===== src/rtl/vbf_pkg.sv =====
// Shared constants, codes and types of the voxel box fill counter.
`timescale 1ns / 1ps

package vbf_pkg;

  // Field widths.
  localparam int COORD_W = 18;
  localparam int WIN_W   = 7;
  localparam int COUNT_W = 22;

  // Default side of the cubic voxel map.
  localparam int GRID_SIDE_DEF = 128;

  // Window register reset values.
  localparam logic signed [WIN_W-1:0] WIN_LOW_RST  = -7'sd50;
  localparam logic signed [WIN_W-1:0] WIN_HIGH_RST = 7'sd50;

  // Configuration port geometry.
  localparam int APB_ADDR_W = 3;
  localparam int APB_DATA_W = 32;

  // Register index codes, taken from the word address bit.
  localparam logic REG_WINDOW_LOW  = 1'b0;
  localparam logic REG_WINDOW_HIGH = 1'b1;

  // One input request.
  typedef struct packed {
    logic                      action;
    logic signed [COORD_W-1:0] x_low;
    logic signed [COORD_W-1:0] x_high;
    logic signed [COORD_W-1:0] y_low;
    logic signed [COORD_W-1:0] y_high;
    logic signed [COORD_W-1:0] z_low;
    logic signed [COORD_W-1:0] z_high;
  } item_t;

  // Commands from the controller to the datapath.
  typedef struct packed {
    logic load_item;
    logic load_row;
    logic mod_step;
    logic write_row;
    logic clear_step;
    logic load_out;
  } cmd_t;

  // Status from the datapath to the controller.
  typedef struct packed {
    logic item_empty;
    logic last_z;
    logic last_row;
    logic clear_done;
  } status_t;

endpackage


===== src/rtl/vbf_cfg_regs.sv =====
// Window configuration registers behind an APB-style port.
`timescale 1ns / 1ps

module vbf_cfg_regs (
  input  logic                                clk,
  input  logic                                rst_n,
  input  logic                                psel,
  input  logic                                penable,
  input  logic                                pwrite,
  input  logic [vbf_pkg::APB_ADDR_W-1:0]      paddr,
  input  logic [vbf_pkg::APB_DATA_W-1:0]      pwdata,
  output logic [vbf_pkg::APB_DATA_W-1:0]      prdata,
  output logic                                pready,
  output logic signed [vbf_pkg::WIN_W-1:0]    window_low,
  output logic signed [vbf_pkg::WIN_W-1:0]    window_high
);

  logic signed [vbf_pkg::WIN_W-1:0] window_low_r;
  logic signed [vbf_pkg::WIN_W-1:0] window_high_r;
  logic                             wr_en;
  logic [vbf_pkg::WIN_W-1:0]        rd_sel;

  assign pready = 1'b1;
  assign wr_en  = psel && penable && pwrite && pready;

  // Register writes in the access phase; the word address bit picks the register.
  always_ff @(posedge clk) begin
    if (!rst_n) begin
      window_low_r  <= vbf_pkg::WIN_LOW_RST;
      window_high_r <= vbf_pkg::WIN_HIGH_RST;
    end else if (wr_en) begin
      unique case (paddr[2])
        vbf_pkg::REG_WINDOW_LOW:  window_low_r  <= pwdata[vbf_pkg::WIN_W-1:0];
        vbf_pkg::REG_WINDOW_HIGH: window_high_r <= pwdata[vbf_pkg::WIN_W-1:0];
        default: ;
      endcase
    end
  end

  // Read data, zero extended to the bus width.
  always_comb begin
    unique case (paddr[2])
      vbf_pkg::REG_WINDOW_LOW:  rd_sel = window_low_r;
      vbf_pkg::REG_WINDOW_HIGH: rd_sel = window_high_r;
      default:                  rd_sel = '0;
    endcase
  end

  assign prdata      = {{(vbf_pkg::APB_DATA_W - vbf_pkg::WIN_W){1'b0}}, rd_sel};
  assign window_low  = window_low_r;
  assign window_high = window_high_r;

endmodule


===== config.mk =====
export PLATFORM = sky130hd
export DESIGN_NAME = vbf_cfg_regs
export DESIGN_NICKNAME = d
export VERILOG_FILES = /design/src/rtl/vbf_pkg.sv /design/src/rtl/vbf_cfg_regs.sv
export SDC_FILE = /design/constraint.sdc
export NUM_CORES = 1
export LEC_CHECK = 0
export BUFFER_PORTS_ARGS = -buffer_cell sky130_fd_sc_hd__buf_2
export CAP_MARGIN = 20
export CELL_PAD_IN_SITES_DETAIL_PLACEMENT = 0
export CELL_PAD_IN_SITES_GLOBAL_PLACEMENT = 2
export CORE_ASPECT_RATIO = 1.4
export CORE_MARGIN = 5
export CORE_UTILIZATION = 16
export DETAILED_ROUTE_END_ITERATION = 10
export GPL_TIMING_DRIVEN = 0
export PLACE_DENSITY_LB_ADDON = 0.3
export SLEW_MARGIN = 20
export SYNTH_ARGS = -nofsm -noshare
export SYNTH_HDL_FRONTEND = slang
export SYNTH_SLANG_ARGS = --single-unit

===== constraint.sdc =====
create_clock -name clk -period 1 [get_ports clk]
set_input_delay 0.3 -clock clk [delete_from_list [all_inputs] [get_ports clk]]
set_output_delay 0.3 -clock clk [all_outputs]
set_load 0.01 [all_outputs]

# Word-level counts from Yosys, hierarchy flattened
# Index checks and enable logic that the tools add are counted.
word_totals:
  reg_bits: 14
  elab_cells: 8
op_classes:
  mux: 1
  n_bitwise: 1
  reduce_logical: 4
ops:
  columns: ["cell", "count"]
  rows:
  - ["one-hot mux 7 bit (2 select lines)", 1]
  - ["AND reduction 2 bit", 2]
  - ["logical AND 1 bit", 2]
  - ["NOT 1 bit", 1]

# Longest topological paths before layout
logic_depth:
  depth_word: 3
  depth_mapped: 4
  mapped_depth_nobuf: 2

# Least setup slack after synthesis
# No wires, ideal clock.
synth_timing:
  path_type: "input-to-output"
  start: "in paddr[2] (netlist name)"
  end: "out prdata[0] (netlist name)"
  arrival_ns: 0.760
  path_slack_ns: -0.060
  stages: 2
  n_path_buf: 1
  cell_sequence: "buf_6 > mux2_2"
synth_between:
  elab_chain_len: 2
synth_lines:
  columns: ["element", "line_no", "text"]
  rows:
  - ["start: declaration", "vbf_cfg_regs.sv:10", "input logic [vbf_pkg::APB_ADDR_W-1:0] paddr,"]
  - ["NOT 1 bit", null, null]
  - ["one-hot mux 7 bit (2 select lines) (*)", "vbf_cfg_regs.sv:42", "unique case (paddr[2])"]
  - ["end: declaration", "vbf_cfg_regs.sv:12", "output logic [vbf_pkg::APB_DATA_W-1:0] prdata,"]
# Every way passes the cells marked *; elsewhere a longest branch is shown, timed or not.

# Worst setup path in the final report
layout_timing:
  start: "reg window_low_r, in the netlist window_low[3]"
  end: "out prdata[3] (netlist name)"
layout_between:
  elab_chain_len: 1
layout_lines:
  columns: ["element", "line_no", "text"]
  rows:
  - ["start: declaration", "vbf_cfg_regs.sv:18", "logic signed [vbf_pkg::WIN_W-1:0] window_low_r;"]
  - ["start signal: assignment", "vbf_cfg_regs.sv:29", "window_low_r <= vbf_pkg::WIN_LOW_RST;"]
  - ["start signal: assignment", "vbf_cfg_regs.sv:33", "vbf_pkg::REG_WINDOW_LOW: window_low_r <= pwdata[vbf_pkg::WIN_W-1:0];"]
  - ["one-hot mux 7 bit (2 select lines)", "vbf_cfg_regs.sv:42", null]
# No other way between the ends.

==> impl_metrics.ini <==
[critical_path]
r2r_slack_ps = 160
cp-start-kind = flop
reg2reg_to = window_high[4]
worstSetupEndpointType = output pin
path_max_fanout = 2
required_ps = 700
reg2regPathDepth = 4
worst-setup-path-type = flop to output pin
arrival_ps = 960
rr_startpoint = window_high[4]

[synth]
synth.area.top_cells = dfxtp_1 31%, buf_4 22%, mux2i_1 16%
yosys.cell_types.count = 12
synth_top_area_share_pct = 31.1
synth_edf_count = 0
yosysSeqAreaShare_pct = 31.1
syn-instance-count = 97
synth_common_cells = 26 x buf_4, 14 x dfxtp_1, 14 x mux2i_1
synth_ff_type = dfxtp_1
yosys.area.top_type = dfxtp_1
ys_ff_latch = 14
yosysWarnings = 0
syn-cell-area_sq_um = 902
syn_avg_cell_area_sq_um = 9.30
yosysMostFrequentCell = buf_4
async_reset_ff_share_pct = 0

[finish]
post-route-cell-area_sq_um = 1620
insertedDiodeCount = 0
area_growth_pct = 79.5
layout.nets = 214
final_layout_size_suffix_gt1_share_pct = 60.7
utilization_pct = 29.5
fin_cells = 241

[floorplan]
coreArea_sq_um = 5490
dieArea_sq_um = 7260
io_pins = 87
die_x_um = 73.5
die_y_um = 98.8
start_util_pct = 16.4
rows = 32

[sta]
timing.fmax_mhz = 794
timing.final.crit_share_pct = 126
setup_ws_ps = -259
timing.hold.ws_ps = 301
period_minus_slack_ps = 1260
rsz0062_at_grt = yes
hold_viol = 0
finalMaxSlewViolations = 0
finalSetupViolations = 19
finalClockSkew_ps = 0

[run_status]
status = finished, violations left
violations = setup timing

[placement]
port_buffers = 32
pre_cts_ws_ps = -251
placed_cell_area_sq_um = 1270
gp_congestion = 0.743
dp_cells = 221
dp.final_hpwl_um = 2020

[route]
routedWlPerCell_um = 10.8
dr.pass1.iters = 4
drt_iter0_drc = 29
viasPerCell = 3.46
vias = 833
drc_errors = 0
ant_nets = 0
drt-total-wl_um = 2600

[clock_tree]
cts.clk_slew.worst_paths_ps = 60
cts_buffer_depth = 2
cts_root_buf = clkbuf_8
cts_tree = built
cts_sinks = 14
h-tree-depth = 1
numCtsBuffers = 3
clock_latency_ps = 250

[flow_run]
maxCapViolCount = 0

[global_route]
grt_usage_pct = 6.54
antenna_found_initial = 0
grt-ovfl-total = 0
grt_pass1_wl_um = 3760
grt_max_degree = 11
first_global_vias = 841

[hold_path]
hp-class = input pin to flop
holdCritStartpoint = pwdata[5]
worst_hold_path.endpoint = window_low[5]
holdPathStages = 3

[pwr]
p_per_area_nw_per_um2 = 935
vdd_drop_max_uv = 361
leakagePower_nw = 0.802
==> report_power, final <==
part           switching, mW  internal [mW]  leakage (nW)
clock                  0.207          0.349        0.0288
sequential           0.00871          0.573         0.114
combinational          0.159          0.217         0.659
total                  0.375           1.14         0.802
==> layout by cell type (no fill, tap or decap) <==
| cell | count |
|---|---|
| and4b_1 | 1 |
| nor2b_1 | 13 |
| clkbuf_8 | 4 |
| dfxtp_2 | 14 |
| clkbuf_2 | 2 |
| nand4b_1 | 1 |
| buf_6 | 29 |
| buf_2 | 12 |
| buf_4 | 35 |
| mux2_4 | 7 |
| buf_12 | 1 |
| mux2i_1 | 14 |
| and4_2 | 1 |
| conb_1 | 26 |
| nand2_1 | 13 |
==> critical path, cell delays in order, from the launching register on <==
cell and delay, ps:
dfxtp_2 320, mux2_4 270, buf_6 120
==> flip-flops by register name, indices dropped and copies added, names as in the netlist <==
name and cells:
window_low 7, window_high 7
==> worst max path at each step <==
stage / startpoint / endpoint / slack, ps / cells after the start
3_5_place_dp: rst_n / window_high[5] / -250 / 4
4_1_cts: window_low[4] / prdata[4] / -260 / 2
2_1_floorplan: paddr[2] / prdata[0] / -20 / 2
6_report: window_low[3] / prdata[3] / -260 / 2
3_3_place_gp: rst_n / window_high[1] / -210 / 4
5_1_grt: window_low[3] / prdata[3] / -280 / 2
==> kinds of logic (layout without fill, tap and decap cells) <==
| kind of cell | Yosys count | count (layout) | share of synthesized area, % |
|---|---|---|---|
| DFF | 14 | 14 | 31.1 |
| other | 2 | 26 | 0.832 |
| muxes | 21 | 21 | 24.3 |
| buffers and inverters | 31 | 83 | 26.2 |
| and+or+nand+nor | 29 | 29 | 17.6 |
==> through the flow <==
stage | total power [mW] | setup TNS [ps]
after global routing | 1.58 | -3420
after CTS | 1.51 | -2920
final | 1.51 | -2970
after floorplan | 0.822 | -233
after detailed placement | 0.900 | -3730
after global placement | 0.895 | -3380
==> routing by layer <==
metal  track usage, %  up-vias  share of wire (%)
met3             1.73        3                 10
li1                 -      415                  -
met1             6.45      374                 35
met2             12.6       41                 54
met5                0        -                  0
met4             2.09        0                1.2
==> layout make-up <==
type                       instances  area, sq um
clock buffer                       4         55.1
buffer                            31          248
multi-input combinational         76          502
sequential                        14          298
fill                             591         3870
timing repair buffer              48          432
tap                               68         85.1
==> what timing repair did <==
action	4_1_cts	5_1_grt
buffers inserted	10	8
endpoints found under the hold margin	0	0
gates resized for setup	36	11
hold buffers	0	0
endpoints found under the setup margin	21	29
Power figures use the tool's default switching activity.
