==> src/rtl/vbf_pkg.sv <==
// Shared constants, codes and types of the voxel box fill counter.
`timescale 1ns / 1ps

package vbf_pkg;

  // Field widths.
  localparam int COORD_W = 18;
  localparam int WIN_W   = 7;
  localparam int COUNT_W = 22;

  // Default side of the cubic voxel map.
  localparam int GRID_SIDE_DEF = 128;

  // Window register reset values.
  localparam logic signed [WIN_W-1:0] WIN_LOW_RST  = -7'sd50;
  localparam logic signed [WIN_W-1:0] WIN_HIGH_RST = 7'sd50;

  // Configuration port geometry.
  localparam int APB_ADDR_W = 3;
  localparam int APB_DATA_W = 32;

  // Register index codes, taken from the word address bit.
  localparam logic REG_WINDOW_LOW  = 1'b0;
  localparam logic REG_WINDOW_HIGH = 1'b1;

  // One input request.
  typedef struct packed {
    logic                      action;
    logic signed [COORD_W-1:0] x_low;
    logic signed [COORD_W-1:0] x_high;
    logic signed [COORD_W-1:0] y_low;
    logic signed [COORD_W-1:0] y_high;
    logic signed [COORD_W-1:0] z_low;
    logic signed [COORD_W-1:0] z_high;
  } item_t;

  // Commands from the controller to the datapath.
  typedef struct packed {
    logic load_item;
    logic load_row;
    logic mod_step;
    logic write_row;
    logic clear_step;
    logic load_out;
  } cmd_t;

  // Status from the datapath to the controller.
  typedef struct packed {
    logic item_empty;
    logic last_z;
    logic last_row;
    logic clear_done;
  } status_t;

endpackage

==> src/rtl/vbf_ctrl.sv <==
// Sequencer for the clearing sweep and the row by row box walk.
`timescale 1ns / 1ps

module vbf_ctrl (
  input  logic             clk,
  input  logic             rst_n,
  input  logic             in_valid,
  output logic             in_ready,
  output logic             out_valid,
  input  logic             out_ready,
  input  vbf_pkg::status_t status,
  output vbf_pkg::cmd_t    cmd
);

  typedef enum logic [2:0] {
    ST_CLEAR,
    ST_IDLE,
    ST_ROW_RD,
    ST_ROW_LD,
    ST_ROW_MOD,
    ST_ROW_WR,
    ST_DONE
  } state_t;

  state_t state_r, state_nxt;
  logic   out_valid_r, out_valid_nxt;
  logic   out_free;

  assign out_free = !out_valid_r || out_ready;

  // Next state and commands.
  always_comb begin
    state_nxt     = state_r;
    out_valid_nxt = out_valid_r && !out_ready;
    cmd           = '0;
    unique case (state_r)
      ST_CLEAR: begin
        cmd.clear_step = 1'b1;
        if (status.clear_done) begin
          state_nxt = ST_IDLE;
        end
      end
      ST_IDLE: begin
        if (in_valid) begin
          cmd.load_item = 1'b1;
          state_nxt     = status.item_empty ? ST_DONE : ST_ROW_RD;
        end
      end
      ST_ROW_RD: begin
        state_nxt = ST_ROW_LD;
      end
      ST_ROW_LD: begin
        cmd.load_row = 1'b1;
        state_nxt    = ST_ROW_MOD;
      end
      ST_ROW_MOD: begin
        cmd.mod_step = 1'b1;
        if (status.last_z) begin
          state_nxt = ST_ROW_WR;
        end
      end
      ST_ROW_WR: begin
        cmd.write_row = 1'b1;
        state_nxt     = status.last_row ? ST_DONE : ST_ROW_RD;
      end
      ST_DONE: begin
        if (out_free) begin
          cmd.load_out  = 1'b1;
          out_valid_nxt = 1'b1;
          state_nxt     = ST_IDLE;
        end
      end
      default: begin
        state_nxt = ST_IDLE;
      end
    endcase
  end

  // State and result valid flag.
  always_ff @(posedge clk) begin
    if (!rst_n) begin
      state_r     <= ST_CLEAR;
      out_valid_r <= 1'b0;
    end else begin
      state_r     <= state_nxt;
      out_valid_r <= out_valid_nxt;
    end
  end

  assign in_ready  = (state_r == ST_IDLE);
  assign out_valid = out_valid_r;

endmodule

==> config.mk <==
export PLATFORM = sky130hd
export DESIGN_NAME = vbf_ctrl
export DESIGN_NICKNAME = d
export VERILOG_FILES = /design/src/rtl/vbf_pkg.sv /design/src/rtl/vbf_ctrl.sv
export SDC_FILE = /design/constraint.sdc
export NUM_CORES = 1
export LEC_CHECK = 0
export BUFFER_PORTS_ARGS = -buffer_cell sky130_fd_sc_hd__buf_2
export CELL_PAD_IN_SITES_DETAIL_PLACEMENT = 1
export CELL_PAD_IN_SITES_GLOBAL_PLACEMENT = 2
export CORE_MARGIN = 4
export CORE_UTILIZATION = 20
export CTS_CLUSTER_DIAMETER = 40
export DETAILED_ROUTE_END_ITERATION = 8
export PLACE_DENSITY = 0.78
export SLEW_MARGIN = 20
export SYNTH_ARGS = -nofsm -noshare
export SYNTH_HDL_FRONTEND = slang
export SYNTH_SLANG_ARGS = --single-unit
==> constraint.sdc <==
create_clock -name clk -period 1.4 [get_ports clk]
set_clock_uncertainty 0.1 [all_clocks]
set_input_delay 0.28 -clock clk [delete_from_list [all_inputs] [get_ports clk]]
set_output_delay 0.28 -clock clk [all_outputs]
set_load 0.02 [all_outputs]
After elaboration in Yosys (flattened, before gate mapping) --
Index checks and enable logic that the tools add are counted.
Word-level totals: flip-flop bits (word level) 4, input bits 8, output and inout bits 8
Cells by class: eq/ne operators 10, multiplexer cells 17, reduce and logical (&&, ||, !) cells 6
Operators with widths (count):
- one-hot mux 3 bit (7 select lines) | 1
- two-way mux 3 bit | 6
- two-way mux 1 bit | 10
- == test 3 bit, second input constant | 3
- inequality test 2 bit, second input constant | 4
- == test 3 x 2 -> 1 bit, second input constant | 2
- AND reduction 4 bit | 1
- == test 3 x 1 -> 1 bit, second input constant | 1
- zero test 3 bit | 1
- zero test 1 bit | 2
- logical AND 1 bit | 1
- logical OR 1 bit | 1

Longest topological paths before layout --
Gate-level depths: netlist of the first run.
depth in word-level cells 4, depth in mapped cells 4, mapped depth without buffers 3

Worst setup path before layout of the first run --
OpenSTA, ideal clock, no wires.
kind reg-to-output, start point register state_r[1], end point output cmd[1] (netlist name), data arrival time 0.995 ns, required time 1.020 ns, path slack 0.025 ns, cell stages (with the launch flop) 3, path through dfxtp_1 > buf_2 > nor3_1
RTL lines:
- from (decl) | line vbf_ctrl.sv:25 | state_t state_r, state_nxt;
- from (signal assigned) | line vbf_ctrl.sv:85 | state_r <= state_nxt;
- to (decl) | line vbf_ctrl.sv:12 | output vbf_pkg::cmd_t cmd

Worst setup path in the final report of the first run --
start point register state_r[0], end point output in_ready
Between the ends: longest elaborated chain between the ends 1
RTL lines:
- == test 3 x 1 -> 1 bit | line vbf_ctrl.sv:90 | assign in_ready = (state_r == ST_IDLE);
- to (decl) | line vbf_ctrl.sv:8 | output logic in_ready,
Every way passes these cells.

==> flow_summary.json, run 1 <==
{
  "gr-usage-all-layers": 0.131,
  "htree_levels": 1,
  "maxCapViolations": 0,
  "cts_tree": "yes",
  "arrival_ps": 1040,
  "cp-end-kind": "output pin",
  "fmaxAchievable_mhz": 706,
  "synthMuxAreaShare": 0.0340,
  "finalSetupViolCount": 3,
  "grt_pass1_wl_um": 1930,
  "gp_congestion": 0.685,
  "vias": 377,
  "synth_compound_gate_area_share": 0.289,
  "required_ps": 1020,
  "endpoint": "in_ready",
  "overflow": 0,
  "syn_area_per_cell_um2": 7.74,
  "postCtsHoldBufs": 0,
  "route.detailed.drc": 0,
  "critPathMaxFanout": 7,
  "slew_headroom": 0.800,
  "core_area_um2": 1350,
  "drtPass1Iterations": 1,
  "power_uw": 532,
  "post-route-min-period_ps": 1420,
  "cts.sinks": 4,
  "crit_slowest_cell": "dfxtp_4",
  "violations": "negative setup slack",
  "synth_fa_ha_area_frac": 0,
  "placementRows": 13,
  "start_kind": "flip-flop",
  "area_delta_synth_final_pct": 88.1,
  "placement.io_buffers": 15,
  "fin_ws_ps": -16.8,
  "yosys.cell_types.count": 23,
  "crit_type": "flip-flop to output pin",
  "synth_edf_count": 0,
  "yosysWarnings": 0,
  "ir_worst_vdd_uv": 290,
  "yosys.area_share.simple": 0.298,
  "dieWidth_um": 46.3,
  "worstSkewPairLatency_ps": 240,
  "die_area_um2": 2150,
  "r2r_end": "state_r[2]$_SDFFE_PN0P_",
  "leakage_uw": 0.000260,
  "netlist_instances": 38,
  "diodes": 0,
  "fin_crit_sh": 1.01,
  "die_y_um": 46.3,
  "numCtsBuffers": 3,
  "ff2ff_path_depth": 4,
  "place_hpwl_um": 708,
  "synth_area_um2": 294,
  "synth_top_family_by_area": "simple AND/OR/NAND/NOR gates",
  "root_buffer": "clkbuf_4",
  "routed_wl_um": 1250,
  "first_global_vias": 388,
  "ys_async_sr_fraction": 0,
  "rrSetupSlack_ps": 20,
  "post-place-ws_ps": 36.2,
  "pin_count": 16,
  "clockBufferDepth": 2,
  "wire_per_inst_um": 15.8,
  "critPathLaunch": "state_r[0]$_SDFFE_PN0P_",
  "path_cells": "inv_4 > nor3_2 > buf_4",
  "synthXorXnorAreaFrac": 0,
  "r2r-start": "state_r[2]$_SDFFE_PN0P_",
  "hold_violations": 0,
  "drive_gt1_frac": 0.672,
  "ys_seq_area_frac": 0.272,
  "area.sequential_um2": 91.3,
  "max_stage_delay_ps": 390,
  "antenna_found_initial": 0,
  "outcome": "finished with violations",
  "power_density_nw_per_um2": 963,
  "drv_slew": 0,
  "postRouteAntennaNets": 0,
  "clkTransAtPathRegs_ps": 40,
  "ys_ff_latch": 4,
  "multiInputGateArea_um2": 224,
  "worstMarginPinSlew_ps": 298,
  "final_nets": 74,
  "syn_nets": 46,
  "drt_iter0_drc": 0,
  "hold_class": "input pin to flip-flop",
  "grt_max_degree": 9,
  "ys.flop_type": "dfxtp_1",
  "route.detailed.vias_per_inst": 4.77,
  "initial_utilization": 0.218,
  "rsz0062_at_grt": "true",
  "fill_cells": 171
}
-- flip-flops by register name (all words and copies together), names as in the netlist --
name and count:
state_r 3, out_valid 1
-- final cells by class --
class | count | area share
Sequential cell | 4 | 0.165
Timing Repair Buffer | 26 | 0.333
Inverter | 2 | 0.0226
Multi-Input combinational cell | 29 | 0.405
Clock buffer | 3 | 0.0407
Tap cell | 15 | 0.0339
-- power by group --
group / internal, µW / leakage, µW / switching (µW)
registers: 127 / 0.0000348 / 30.0
clock network: 96.3 / 0.0000138 / 52.1
logic: 118 / 0.000211 / 109
-- worst min-delay path by stage --
stage | depth (start not counted) | start | endpoint
after floorplan | 1 | rst_n | state_r[1]$_SDFFE_PN0P_
after global placement | 2 | rst_n | state_r[1]$_SDFFE_PN0P_
after detailed placement | 2 | rst_n | state_r[1]$_SDFFE_PN0P_
after CTS | 2 | rst_n | state_r[1]$_SDFFE_PN0P_
after global routing | 2 | rst_n | state_r[1]$_SDFFE_PN0P_
final | 2 | rst_n | state_r[1]$_SDFFE_PN0P_
-- logic make-up (layout without fill, tap and decap cells) --
| logic type | after synthesis | after routing |
|---|---|---|
| and+or+nand+nor | 17 | 17 |
| buffers and inverters | 5 | 31 |
| AOI/OAI and AO/OA | 11 | 11 |
| muxes | 1 | 1 |
| DFF | 4 | 4 |
-- worst max-delay path: cells and delay by family, from the launching register on --
family	cells	cell delay, ps
DFF	1	390
and+or+nand+nor	1	180
buffers and inverters	2	240
-- synthesized netlist by cell type, types with 2 or more instances --
| cell | count | area [µm²] |
|---|---|---|
| nand2_1 | 2 | 7.51 |
| o21ai_0 | 2 | 10.0 |
| nor2b_1 | 2 | 12.5 |
| nand2b_1 | 2 | 12.5 |
| nor3_1 | 4 | 20.0 |
| buf_2 | 2 | 10.0 |
| nor2_1 | 4 | 15.0 |
| and3_2 | 2 | 15.0 |
| dfxtp_1 | 4 | 80.1 |
-- metal layers --
layer | global-route usage | wire length (µm) | up-vias
met4 | 0.0511 | 16 | 0
met1 | 0.147 | 518 | 178
met2 | 0.239 | 684 | 9
met5 | 0 | 0 | -
li1 | - | - | 188
met3 | 0.0234 | 26 | 2
-- through the flow --
step	area [µm²]	utilization	instances	TNS [ps]	hold slack, ps
after floorplan	294	-	38	0	298
after global placement	389	0.288	68	0	466
after detailed placement	389	0.288	68	0	465
after CTS	498	0.369	76	-2.49	208
after global routing	553	0.410	79	-304	215
final	553	0.410	79	-43.5	217
-- layout by cell type, fill, tap and decap left out --
| master | count |
|---|---|
| a211oi_1 | 1 |
| a211oi_2 | 1 |
| a21boi_0 | 1 |
| a21oi_1 | 1 |
| and3_2 | 1 |
| and3_4 | 1 |
| buf_2 | 9 |
| buf_4 | 14 |
| buf_6 | 3 |
| clkbuf_4 | 3 |
| dfxtp_1 | 1 |
| dfxtp_4 | 3 |
| inv_4 | 2 |
| mux2i_1 | 1 |
| nand2_1 | 2 |
| nand2b_1 | 1 |
| nand2b_4 | 1 |
| nand3_2 | 1 |
| nor2_1 | 2 |
| nor2_4 | 2 |
| nor2b_1 | 2 |
| nor3_1 | 2 |
| nor3_2 | 2 |
| o211a_1 | 1 |
| o21a_1 | 1 |
| o21ai_0 | 1 |
| o21ai_1 | 1 |
| o22ai_1 | 1 |
| o311a_1 | 1 |
| o311ai_1 | 1 |
-- timing repair --
| item | 4_1_cts | 5_1_grt |
|---|---|---|
| pin swaps | 1 | 4 |
| resized for setup | 18 | 9 |
| setup buffers | 5 | 3 |
| setup endpoints to repair | 7 | 8 |
Note: power is estimated with default switching activity, not from simulation.
==> run 2: changes to the inputs <==
CELL_PAD_IN_SITES_DETAIL_PLACEMENT = not set   (was 1)
CELL_PAD_IN_SITES_GLOBAL_PLACEMENT = not set   (was 2)
CORE_AREA = 4 4 41 43   (was not set)
CORE_MARGIN = not set   (was 4)
CORE_UTILIZATION = not set   (was 20)
DIE_AREA = 0 0 45 47   (was not set)
PLACE_DENSITY = 0.53   (was 0.78)
==> run 2 against run 1 <==
Effect of this change:
- the flow still finishes with violations (negative setup slack)
- first-iteration DRC count up 2
- flip-flop and latch count unchanged
- design area down 6.6%
- clock power about the same
- non-clock buffer count down 5
- setup slack worse by 1.4 ps
- critical path depth unchanged
- sequential power about the same
- combinational power down 16%
- critical endpoint unchanged
- largest cell class unchanged
- largest power group unchanged
==> flow_summary.json, run 2 (synthesis gave the netlist of run 1 again) <==
{
  "hold_violations": 0,
  "wire_per_inst_um": 11.5,
  "ff2ff_path_depth": 4,
  "final_util": 0.397,
  "fin_hold_ws_ps": 210,
  "rsz0062_at_grt": "true",
  "area_delta_synth_final_pct": 75.7,
  "rrSetupSlack_ps": 100,
  "start_kind": "flip-flop",
  "dieWidth_um": 45,
  "diodes": 0,
  "r2r-start": "state_r[1]$_SDFFE_PN0P_",
  "overflow": 0,
  "antenna_found_initial": 0,
  "worstSkewPairLatency_ps": 240,
  "cp-end-kind": "output pin",
  "cts_tree": "yes",
  "postRouteAntennaNets": 0,
  "cts.sinks": 4,
  "hold_class": "input pin to flip-flop",
  "outcome": "finished with violations",
  "multiInputGateArea_um2": 225,
  "maxCapViolations": 0,
  "fmaxAchievable_mhz": 705,
  "min-delay-start": "rst_n",
  "critPathMaxFanout": 6,
  "route.detailed.vias_per_inst": 4.70,
  "required_ps": 1020,
  "initial_utilization": 0.226,
  "place_hpwl_um": 602,
  "fill_cells": 144,
  "grt_max_degree": 10,
  "whs_path_depth": 2,
  "root_buffer": "clkbuf_4",
  "layout_commonest_cell": "buf_2",
  "numCtsBuffers": 3,
  "die_area_um2": 2120,
  "die_y_um": 47,
  "fin_crit_sh": 1.01,
  "area.sequential_um2": 91.3,
  "post-route-min-period_ps": 1420,
  "drive_gt1_frac": 0.610,
  "clkTransAtPathRegs_ps": 40,
  "gp_congestion": 0.791,
  "htree_levels": 1,
  "final_cell_mix": "buf_2, buf_4, buf_6",
  "fin_ws_ps": -18.1,
  "drtPass1Iterations": 2,
  "power_density_nw_per_um2": 951,
  "regMostFlops": "state_r",
  "drt_iter0_drc": 2,
  "vias": 348,
  "core_area_um2": 1300,
  "crit_type": "flip-flop to output pin",
  "arrival_ps": 1040,
  "critPathLaunch": "state_r[0]$_SDFFE_PN0P_",
  "gr-usage-all-layers": 0.0885,
  "ir_worst_vdd_uv": 343,
  "largest_reg_flops": 3,
  "route.detailed.drc": 0,
  "worstMarginPinSlew_ps": 245,
  "slew_headroom": 0.836,
  "placement.io_buffers": 15,
  "clockBufferDepth": 2,
  "pin_count": 16,
  "power_uw": 491,
  "drv_slew": 0,
  "postCtsHoldBufs": 0,
  "routed_wl_um": 849,
  "first_global_vias": 325,
  "leakage_uw": 0.000234,
  "grt_pass1_wl_um": 1320,
  "placementRows": 13,
  "final_nets": 69,
  "violations": "negative setup slack",
  "finalSetupViolCount": 1
}
## run 2: cell count changes in the layout (fill, tap and decap cells not counted)
| cell | delta |
|---|---|
| nor3_4 | +1 |
| inv_4 | -1 |
| buf_2 | +1 |
| buf_1 | +1 |
| nor3_1 | +1 |
| nor3_2 | -2 |
| buf_4 | -8 |
| inv_6 | +1 |
| o21ai_0 | +1 |
| buf_6 | +1 |
| o21ai_1 | -1 |
## run 2: what timing repair did
| action | 4_1_cts | 5_1_grt |
|---|---|---|
| cloned | 0 | 0 |
| endpoints found under the setup margin | 7 | 6 |
| pin swaps | 0 | 2 |
| setup buffers | 1 | 2 |
| gates resized for setup | 10 | 17 |
## run 2: final cells by class
cell class | count | share of cell area
multi-input combinational | 29 | 0.436
timing repair buffer | 21 | 0.278
sequential | 4 | 0.177
clock buffer | 3 | 0.0436
tap | 15 | 0.0363
inverter | 2 | 0.0291
## run 2: path summary, 6_finish.rpt
| kind | endpoint |
|---|---|
| worst min register to register | out_valid$_SDFF_PN0_ |
| worst min-delay path | state_r[1]$_SDFFE_PN0P_ |
| worst max-delay path | in_ready |
| worst max register to register | state_r[2]$_SDFFE_PN0P_ |
## run 2: through the flow
| step | instances | setup WS, ps | cell area (µm²) | TNS, ps |
|---|---|---|---|---|
| after floorplan | 38 | 25.5 | 294 | 0 |
| after global placement | 68 | 48.8 | 389 | 0 |
| after detailed placement | 68 | 52.1 | 389 | 0 |
| after CTS | 72 | -23.2 | 439 | -89.5 |
| after global routing | 74 | -45.2 | 517 | -181 |
| final | 74 | -18.1 | 517 | -18.1 |
## run 2: worst max-delay path, cell delays in order, from the launching register on
cell,delay (ps)
dfxtp_4,380
inv_6,50
nor3_1,170
buf_2,190
## run 2: layer usage
| layer | vias to the layer above | share of wire | track usage |
|---|---|---|---|
| met1 | 153 | 0.45 | 0.0977 |
| li1 | 183 | - | - |
| met3 | 2 | 0.039 | 0.0230 |
| met2 | 10 | 0.49 | 0.144 |
| met4 | 0 | 0.016 | 0.0702 |
| met5 | - | 0 | 0 |
## run 2: report_power, final
| part | internal (µW) | leakage [µW] | total (µW) | switching, µW |
|---|---|---|---|---|
| Clock | 96.0 | 0.0000138 | 145 | 49.3 |
| Combinational | 93.8 | 0.000185 | 190 | 96.3 |
| Sequential | 127 | 0.0000348 | 156 | 28.8 |
==> run 3: changes to the inputs <==
BUFFER_PORTS_ARGS = -buffer_cell sky130_fd_sc_hd__buf_4   (was -buffer_cell sky130_fd_sc_hd__buf_2)
clock period = 1.7 ns   (was 1.4 ns; I/O delays follow)
==> run 3 against run 2 <==
Effect of this change:
- the flow now finishes without violations
- worst hold slack gained 40 ps
- wire length shrank 10%
- clock-buffer cell count is the same
- critical path depth is the same
- die area is the same
- setup slack gained 160 ps
- via count shrank 12%
- clock power shrank 18%
- sequential share of layout area grew 2.3 points
- global-route usage shrank 0.23 points
- final cell count shrank 8.1%
- power shrank 26%
- critical path type unchanged
- largest power group is now registers
==> flow_summary.json, run 3 (synthesis gave the netlist of run 1 again) <==
{
  "p_clk_frac": 0.329,
  "final_cell_mix": "buf_4, nor2_1, nor3_1, clkbuf_4",
  "fmaxAchievable_mhz": 642,
  "drt_iter0_drc": 12,
  "core_area_um2": 1300,
  "layout_commonest_cell": "buf_4",
  "placement.io_buffers": 15,
  "leakage_uw": 0.000203,
  "final_nets": 63,
  "post-cts-setup-buffer-count": 0,
  "grt_max_degree": 15,
  "path_cells": "nor2_1 > and3_2 > buf_4",
  "gp_congestion": 0.796,
  "crit_family": "flip-flops",
  "critPathMaxFanout": 14,
  "rsz0062_at_grt": "false",
  "gr-usage-all-layers": 0.0862,
  "cts.sinks": 4,
  "p_switching_uw": 122,
  "routed_wl_um": 764,
  "crit_slowest_cell": "dfxtp_2",
  "htree_levels": 1,
  "maxCapViolations": 0,
  "clockBufferDepth": 2,
  "worstSkewPairLatency_ps": 230,
  "max_stage_delay_ps": 450,
  "root_buffer": "clkbuf_4",
  "wire_per_inst_um": 11.2,
  "cp-end-kind": "output pin",
  "dieWidth_um": 45,
  "route.detailed.vias_per_inst": 4.50,
  "initial_utilization": 0.226,
  "route.detailed.drc": 0,
  "regMostFlops": "state_r",
  "fill_cells": 147,
  "die_y_um": 47,
  "outcome": "complete, no violations",
  "antenna_found_initial": 0,
  "fin_hold_ws_ps": 250,
  "crit_type": "flip-flop to output pin",
  "arrival_ps": 1120,
  "ir_worst_vdd_uv": 438,
  "cts_tree": "yes",
  "start_kind": "flip-flop",
  "fin_ws_ps": 142,
  "power_frac_comb": 0.313,
  "postCtsHoldBufs": 0,
  "hold_violations": 0,
  "fin_crit_sh": 0.917,
  "post-route-min-period_ps": 1560,
  "slew_headroom": 0.848,
  "largest_reg_flops": 3,
  "crit_buf_inv": 1,
  "placementRows": 13,
  "place_hpwl_um": 572,
  "hold_class": "input pin to flip-flop",
  "worstMarginPinSlew_ps": 225,
  "finalSetupViolCount": 0,
  "drv_slew": 0,
  "drtPass1Iterations": 4,
  "tns_ps": 0,
  "required_ps": 1260,
  "vias": 306,
  "p_seq_frac": 0.358,
  "p_int_uw": 241,
  "numCtsBuffers": 3,
  "area_delta_synth_final_pct": 47.2,
  "die_area_um2": 2120,
  "sw_frac_of_total": 0.336,
  "diodes": 0,
  "post-place-ws_ps": 189,
  "postRouteAntennaNets": 0,
  "pin_count": 16,
  "clkTransAtPathRegs_ps": 40,
  "drive_gt1_frac": 0.472,
  "grt_pass1_wl_um": 1300,
  "first_global_vias": 294,
  "overflow": 0,
  "power_density_nw_per_um2": 839
}
==> run 3: area by class of cell <==
type                       count  area [µm²]  area share
multi-input combinational     29         183       0.422
tap                           15        18.8      0.0434
clock buffer                   3        22.5      0.0520
sequential                     4        86.3       0.199
inverter                       2        10.0      0.0231
timing repair buffer          15         113       0.260
==> run 3: metal layers <==
layer  wire (µm)  GRT usage
met2         340      0.116
met5           0          0
met4           0     0.0526
met3          47     0.0383
met1         376      0.112
==> run 3: power groups by stage <==
stage / clock (µW) / sequential (µW) / combinational [µW]
CTS: 127 / 129 / 115
global route: 137 / 135 / 123
floorplan: 0 / 110 / 95.2
global placement: 0 / 130 / 115
detailed placement: 0 / 130 / 114
finish: 119 / 130 / 114
==> run 3: final timing paths <==
path              cells past startpoint               startpoint                       to  slack (ps)
setup / recovery                      3  state_r[2]$_SDFFE_PN0P_                   cmd[5]         140
hold / removal                        2                    rst_n  state_r[1]$_SDFFE_PN0P_         250
setup reg to reg                      3  state_r[0]$_SDFFE_PN0P_  state_r[2]$_SDFFE_PN0P_         450
hold reg to reg                       2  state_r[0]$_SDFFE_PN0P_  state_r[0]$_SDFFE_PN0P_         460
==> run 3: metrics by stage <==
step / cell area [µm²] / utilization / power (µW) / std cells
finish: 433 / 0.333 / 363 / 68
global route: 433 / 0.333 / 396 / 68
CTS: 429 / 0.330 / 371 / 68
detailed placement: 404 / 0.311 / 244 / 65
global placement: 404 / 0.311 / 245 / 65
floorplan: 294 / - / 205 / 38
==> run 3: repair_timing <==
item	4_1_cts	5_1_grt
resized for setup	2	2
endpoints found under the hold margin	0	0
endpoints found under the setup margin	3	3
==> run 3: worst register-to-register path: cells and delay by family (launching register included) <==
kind,cells,cell delay (ps)
flops,1,430
compound gates,2,540
buf+inv,1,70
